===== config.mk =====
export PLATFORM = sky130hd
export DESIGN_NAME = gnpb_ctrl
export DESIGN_NICKNAME = d
export VERILOG_FILES = /design/src/design/gnpb_pkg.sv /design/src/design/gnpb_ctrl.sv
export SDC_FILE = /design/constraint.sdc
export NUM_CORES = 1
export LEC_CHECK = 0
export BUFFER_PORTS_ARGS = -buffer_cell sky130_fd_sc_hd__buf_2
export CORE_MARGIN = 4
export CORE_UTILIZATION = 45
export CTS_BUF_LIST = sky130_fd_sc_hd__clkbuf_16
export DETAILED_ROUTE_END_ITERATION = 8
export PLACE_DENSITY_LB_ADDON = 0.12
export SLEW_MARGIN = 20
export SYNTH_ARGS = -nofsm -noshare
export SYNTH_HDL_FRONTEND = slang
export SYNTH_SLANG_ARGS = --single-unit
export TNS_END_PERCENT = 100

===== constraint.sdc =====
create_clock -name aclk -period 4.6 [get_ports aclk]
set_input_delay 0.23 -clock aclk [delete_from_list [all_inputs] [get_ports aclk]]
set_output_delay 0.23 -clock aclk [all_outputs]
set_load 0.1 [all_outputs]

===== src/design/gnpb_pkg.sv =====
// Shared types, codes and constants of the Gaussian noise source.
`default_nettype none
package gnpb_pkg;

    localparam int OUT_WIDTH = 16;
    localparam int FRAC_BITS = 12;

    localparam logic REQ_RESTART = 1'b0;
    localparam logic REQ_DRAW    = 1'b1;

    localparam logic [63:0] PCG_MULT    = 64'd6364136223846793005;
    localparam logic [63:0] PCG_INC     = 64'd1442695040888963407;
    localparam logic [63:0] SEED_OFFSET = 64'h853c49e6748fea9b;
    localparam logic [31:0] TWO_LN2_Q30 = 32'd1488522236;
    localparam logic [31:0] PI_QTR_Q30  = 32'd843314857;
    localparam logic [30:0] Q30_ONE     = 31'h4000_0000;

    // Widths of the radius path and step counts of the datapath loops.
    localparam int V_W   = 36;
    localparam int SQ_W  = 38;
    localparam int RAD_W = 19;
    localparam int SQ_STEPS   = 19;
    localparam int NORM_STEPS = 5;
    localparam int LOG_STEPS  = 30;
    localparam int POW_STEPS  = 9;
    localparam int DIV_STEPS  = 8;

    // Reciprocals for exact floor division of 30-bit values by the
    // factorials of the series: q = (n * ceil(2^(30+l)/d)) >> (30+l).
    localparam logic [31:0] RECIP_6       = 32'(((64'd1 << 33) + 64'd5) / 64'd6);
    localparam logic [31:0] RECIP_24      = 32'(((64'd1 << 35) + 64'd23) / 64'd24);
    localparam logic [31:0] RECIP_120     = 32'(((64'd1 << 37) + 64'd119) / 64'd120);
    localparam logic [31:0] RECIP_720     = 32'(((64'd1 << 40) + 64'd719) / 64'd720);
    localparam logic [31:0] RECIP_5040    = 32'(((64'd1 << 43) + 64'd5039) / 64'd5040);
    localparam logic [31:0] RECIP_40320   = 32'(((64'd1 << 46) + 64'd40319) / 64'd40320);
    localparam logic [31:0] RECIP_362880  = 32'(((64'd1 << 49) + 64'd362879) / 64'd362880);
    localparam logic [31:0] RECIP_3628800 = 32'(((64'd1 << 52) + 64'd3628799) / 64'd3628800);

    typedef struct packed {
        logic req_type;
        logic odd_tail;
    } gnpb_req_t;

    typedef struct packed {
        logic signed [OUT_WIDTH-1:0] sample_cos;
        logic signed [OUT_WIDTH-1:0] sample_sin;
        logic                        second_valid;
    } gnpb_res_t;

    typedef enum logic [4:0] {
        ST_IDLE, ST_LOAD, ST_PCG, ST_NORM_INIT, ST_NORM, ST_LOG_INIT, ST_LOG,
        ST_VLO, ST_VHI, ST_SQ_INIT, ST_SQ, ST_ANG, ST_POW, ST_ACC_INIT, ST_DIV,
        ST_OUT_COS, ST_OUT_SIN, ST_DONE
    } ctrl_state_t;

    typedef enum logic [4:0] {
        OP_NONE, OP_LOAD, OP_PCG0, OP_PCG1, OP_PCG2, OP_NORM_INIT, OP_NORM,
        OP_LOG_INIT, OP_LOG, OP_VLO, OP_VHI, OP_SQ_INIT, OP_SQ, OP_ANG, OP_POW,
        OP_ACC_INIT, OP_DIV, OP_OUT_COS, OP_OUT_SIN, OP_PUSH
    } dp_op_t;

    typedef struct packed {
        dp_op_t     op;
        logic [4:0] idx;
        logic       take;
    } dp_cmd_t;

endpackage
`default_nettype wire


===== src/design/gnpb_ctrl.sv =====
// Controller: sequences the datapath steps and owns both handshakes.
`default_nettype none
module gnpb_ctrl import gnpb_pkg::*; (
    input  wire logic      aclk,
    input  wire logic      aresetn,
    input  wire logic      s_valid,
    input  wire gnpb_req_t s_req,
    output logic           s_ready,
    output logic           m_valid,
    input  wire logic      m_ready,
    output dp_cmd_t        cmd
);

    ctrl_state_t state_reg, state_next;
    logic [4:0]  cnt_reg, cnt_next;
    logic        draw_reg, draw_next;
    logic        out_valid_reg, out_valid_next;
    logic        push;

    always_ff @(posedge aclk) begin
        if (!aresetn) begin
            state_reg     <= ST_IDLE;
            cnt_reg       <= '0;
            draw_reg      <= 1'b0;
            out_valid_reg <= 1'b0;
        end else begin
            state_reg     <= state_next;
            cnt_reg       <= cnt_next;
            draw_reg      <= draw_next;
            out_valid_reg <= out_valid_next;
        end
    end

    // Next state
    always_comb begin
        state_next = state_reg;
        cnt_next   = cnt_reg + 5'd1;
        draw_next  = draw_reg;
        unique case (state_reg)
            ST_IDLE: begin
                cnt_next = '0;
                if (s_valid) begin
                    draw_next  = (s_req.req_type == REQ_DRAW);
                    state_next = (s_req.req_type == REQ_DRAW) ? ST_PCG : ST_LOAD;
                end
            end
            ST_LOAD: begin
                cnt_next   = '0;
                state_next = ST_PCG;
            end
            ST_PCG: begin
                if (cnt_reg == (draw_reg ? 5'd5 : 5'd2)) begin
                    cnt_next   = '0;
                    state_next = draw_reg ? ST_NORM_INIT : ST_IDLE;
                end
            end
            ST_NORM_INIT: begin cnt_next = '0; state_next = ST_NORM; end
            ST_NORM: begin
                if (cnt_reg == 5'(NORM_STEPS - 1)) begin
                    cnt_next = '0; state_next = ST_LOG_INIT;
                end
            end
            ST_LOG_INIT: begin cnt_next = '0; state_next = ST_LOG; end
            ST_LOG: begin
                if (cnt_reg == 5'(LOG_STEPS - 1)) begin
                    cnt_next = '0; state_next = ST_VLO;
                end
            end
            ST_VLO:     begin cnt_next = '0; state_next = ST_VHI; end
            ST_VHI:     begin cnt_next = '0; state_next = ST_SQ_INIT; end
            ST_SQ_INIT: begin cnt_next = '0; state_next = ST_SQ; end
            ST_SQ: begin
                if (cnt_reg == 5'(SQ_STEPS - 1)) begin
                    cnt_next = '0; state_next = ST_ANG;
                end
            end
            ST_ANG: begin cnt_next = '0; state_next = ST_POW; end
            ST_POW: begin
                if (cnt_reg == 5'(POW_STEPS - 1)) begin
                    cnt_next = '0; state_next = ST_ACC_INIT;
                end
            end
            ST_ACC_INIT: begin cnt_next = '0; state_next = ST_DIV; end
            ST_DIV: begin
                if (cnt_reg == 5'(DIV_STEPS - 1)) begin
                    cnt_next = '0; state_next = ST_OUT_COS;
                end
            end
            ST_OUT_COS: begin cnt_next = '0; state_next = ST_OUT_SIN; end
            ST_OUT_SIN: begin cnt_next = '0; state_next = ST_DONE; end
            ST_DONE: begin
                cnt_next = '0;
                if (!out_valid_reg || m_ready) begin
                    state_next = ST_IDLE;
                end
            end
            default: begin cnt_next = '0; state_next = ST_IDLE; end
        endcase
    end

    // Outputs
    always_comb begin
        cmd.op   = OP_NONE;
        cmd.idx  = cnt_reg;
        cmd.take = (state_reg == ST_IDLE) && s_valid;
        push     = 1'b0;
        unique case (state_reg)
            ST_LOAD: cmd.op = OP_LOAD;
            ST_PCG: begin
                unique case (cnt_reg)
                    5'd0, 5'd3: cmd.op = OP_PCG0;
                    5'd1, 5'd4: cmd.op = OP_PCG1;
                    default:    cmd.op = OP_PCG2;
                endcase
            end
            ST_NORM_INIT: cmd.op = OP_NORM_INIT;
            ST_NORM:      cmd.op = OP_NORM;
            ST_LOG_INIT:  cmd.op = OP_LOG_INIT;
            ST_LOG:       cmd.op = OP_LOG;
            ST_VLO:       cmd.op = OP_VLO;
            ST_VHI:       cmd.op = OP_VHI;
            ST_SQ_INIT:   cmd.op = OP_SQ_INIT;
            ST_SQ:        cmd.op = OP_SQ;
            ST_ANG:       cmd.op = OP_ANG;
            ST_POW:       cmd.op = OP_POW;
            ST_ACC_INIT:  cmd.op = OP_ACC_INIT;
            ST_DIV:       cmd.op = OP_DIV;
            ST_OUT_COS:   cmd.op = OP_OUT_COS;
            ST_OUT_SIN:   cmd.op = OP_OUT_SIN;
            ST_DONE: begin
                push   = !out_valid_reg || m_ready;
                cmd.op = push ? OP_PUSH : OP_NONE;
            end
            default: cmd.op = OP_NONE;
        endcase
    end

    assign out_valid_next = push || (out_valid_reg && !m_ready);
    assign s_ready = (state_reg == ST_IDLE);
    assign m_valid = out_valid_reg;

endmodule
`default_nettype wire


==> flow_metrics.tcl <==
set metrics [dict create \
    avgSynthCellArea_um2 8.13 \
    finalPower_uw 733 \
    drv_slew 0 \
    gp_congestion 0.758 \
    crit_chain "or3_1, o31ai_1, a32oi_1, o2bb2ai_1, buf_2" \
    cts_resized 0 \
    synth_top_area_share_pct 23.1 \
    via_per_inst 5.63 \
    synth_warnings 0 \
    die_x_um 56.1 \
    final_util_pct 52.0 \
    routed_wl_um 2310 \
    slew_headroom_pct 51.2 \
    yosysMostFrequentCell "nor2_1" \
    path_clk_slew_ns 0.04 \
    finalInstanceArea_um2 1150 \
    io_buffers 17 \
    yosysSeqAreaShare_pct 23.1 \
    slowest_stage "dfxtp_1" \
    core_area_um2 2210 \
    vias 941 \
    synth_seq_cells 12 \
    setup_viol_count_final 0 \
    cp_max_fo 19 \
    power.density_nw_per_um2 638 \
    root_buffer "clkbuf_16" \
    rows 17 \
    crit_required_ns 4.37 \
    dp_cells 163 \
    synthCells 128 \
    fin_ws_ns 2.20 \
    nNetsFinal 150 \
    post-route-min-period_ns 2.40 \
    avgRoutedWirePerCell_um 13.8 \
    n_fill_cell 223 \
    antenna_found_initial 0 \
    clk_latency_ns 0.24 \
    dr.pass1.iters 4 \
    setup.worst_path.end_class "output pin" \
    synth.area.top_cells "dfxtp_1, nor2_1, buf_6" \
    dp_slack_ns 2.44 \
    ctsHtreeMaxLevel 1 \
    maxCapViolCount 0 \
    grt_overflow 0 \
    cts_sinks 12 \
    p_leak_nw 0.493 \
    ctsHoldBuffers 0 \
    placed_cell_area_um2 1070 \
    layout-area-overhead-vs-synth_pct 10.5 \
    setup_tns_ns 0 \
    grt_max_degree 23 \
    grt_pass1_wl_um 3980 \
    hold_viol 0 \
    slowest_delay_ns 0.49 \
    cp-start-kind "flip-flop" \
    outcome "completed" \
    hpwl_um 1560 \
    ant_nets 0 \
    start_util_pct 47.1 \
    cts_made_buffers 3 \
    io_pins 19 \
    synth_edf_count 0 \
    yosys.area.top_type "dfxtp_1" \
    cts_tree "yes" \
    syn-cell-area_um2 1040 \
    fin_skew_ns 0.00116 \
    path_buf_inv 1 \
    min_period_over_period_pct 52.2 \
    die-area_um2 3150 \
    rsz0062_at_grt "false" \
    arrival_ns 2.17 \
    path_class "flip-flop to output pin" \
    fin_hold_ws_ns 0.276 \
    drive_gt1_share_pct 20.1 \
    hold_class "input pin to flip-flop" \
    grt_usage_pct 15.2 \
    tightest_slew_ns 0.730 \
    vdd_drop_max_v 0.000321 \
    grt_pass1_vias 855 \
    drc 0 \
    synthesis.nets 138 \
    initialDrtViolationCount 20 \
    diodes 0 \
    ys_async_sr_fraction_pct 0 \
    die_h_um 56.1 \
    cts_buffer_depth 2 \
    synthTopCellsByCount "nor2_1, dfxtp_1, nand2_1" \
    max_freq_mhz 416 \
    cts_setup_buffers 0 \
    ys_types 54 \
    cp_top_family "compound AO/OA/AOI/OAI gates" \
    synth_flop_cell "dfxtp_1" \
    layout.cells.non_filler 167 \
]
[tightest hold or removal path, cell delays in order]
cell,delay (ns)
buf_2,0.10
mux2i_1,0.07
nor2_1,0.08
[report_power, final]
part	total (mW)	leakage [nW]	internal, mW	switching, mW
clock	0.160	0.0385	0.114	0.0458
combinational	0.392	0.357	0.0998	0.292
sequential	0.181	0.0973	0.119	0.0619
[cell usage in the layout (no fill, tap or decap), drive strengths merged, types with 2 or more instances in the layout]
cell	instances
o22ai	2
nand3	3
inv	6
a311oi	2
o21ai	3
nor2b	2
clkbuf	3
nor4	2
a21oi	6
or2b	2
xor2	5
buf	17
nor2	22
nand3b	2
o31ai	2
ha	4
nor3	2
nand2	8
or3b	2
dfxtp	12
mux2i	4
[layout make-up]
class                           count  area [um^2]  share of cell area, %
Clock inverter                      1         3.75                  0.326
Inverter                            6         22.5                   1.96
Multi-Input combinational cell    100          688                   59.8
Tap cell                           28         35.0                   3.05
Clock buffer                        3         75.1                   6.53
Sequential cell                    12          240                   20.9
Timing Repair Buffer               17         85.1                   7.40
[per-layer routing]
| layer | vias to the layer above | wire [um] | track usage [%] |
|---|---|---|---|
| met5 | - | 0 | 0 |
| met4 | 0 | 21 | 5.76 |
| met3 | 4 | 73 | 2.32 |
| met2 | 15 | 1010 | 22.2 |
| met1 | 439 | 1200 | 22.1 |
| li1 | 483 | - | - |
[final timing paths]
kind | start | end | slack (ns) | depth (start not counted)
hold reg to reg | cnt_reg[0]$_SDFF_PN0_ | cnt_reg[0]$_SDFF_PN0_ | 0.56 | 1
setup / recovery | state_reg[0]$_SDFFE_PN0P_ | cmd[6] | 2.20 | 5
hold / removal | s_req[1] | draw_reg$_SDFFE_PN0P_ | 0.28 | 3
setup reg to reg | cnt_reg[0]$_SDFF_PN0_ | state_reg[1]$_SDFFE_PN0P_ | 2.39 | 6
[cell families (layout without fill, tap and decap cells)]
logic type,after synthesis,after routing,synth area share (%)
compound gates,30,30,21.4
xor+xnor,6,6,5.05
fa+ha+maj,4,4,4.81
buf+inv,16,27,11.4
flops,12,12,23.1
mux,4,4,3.85
simple gates,56,56,30.4
Power figures use the tool's default switching activity.
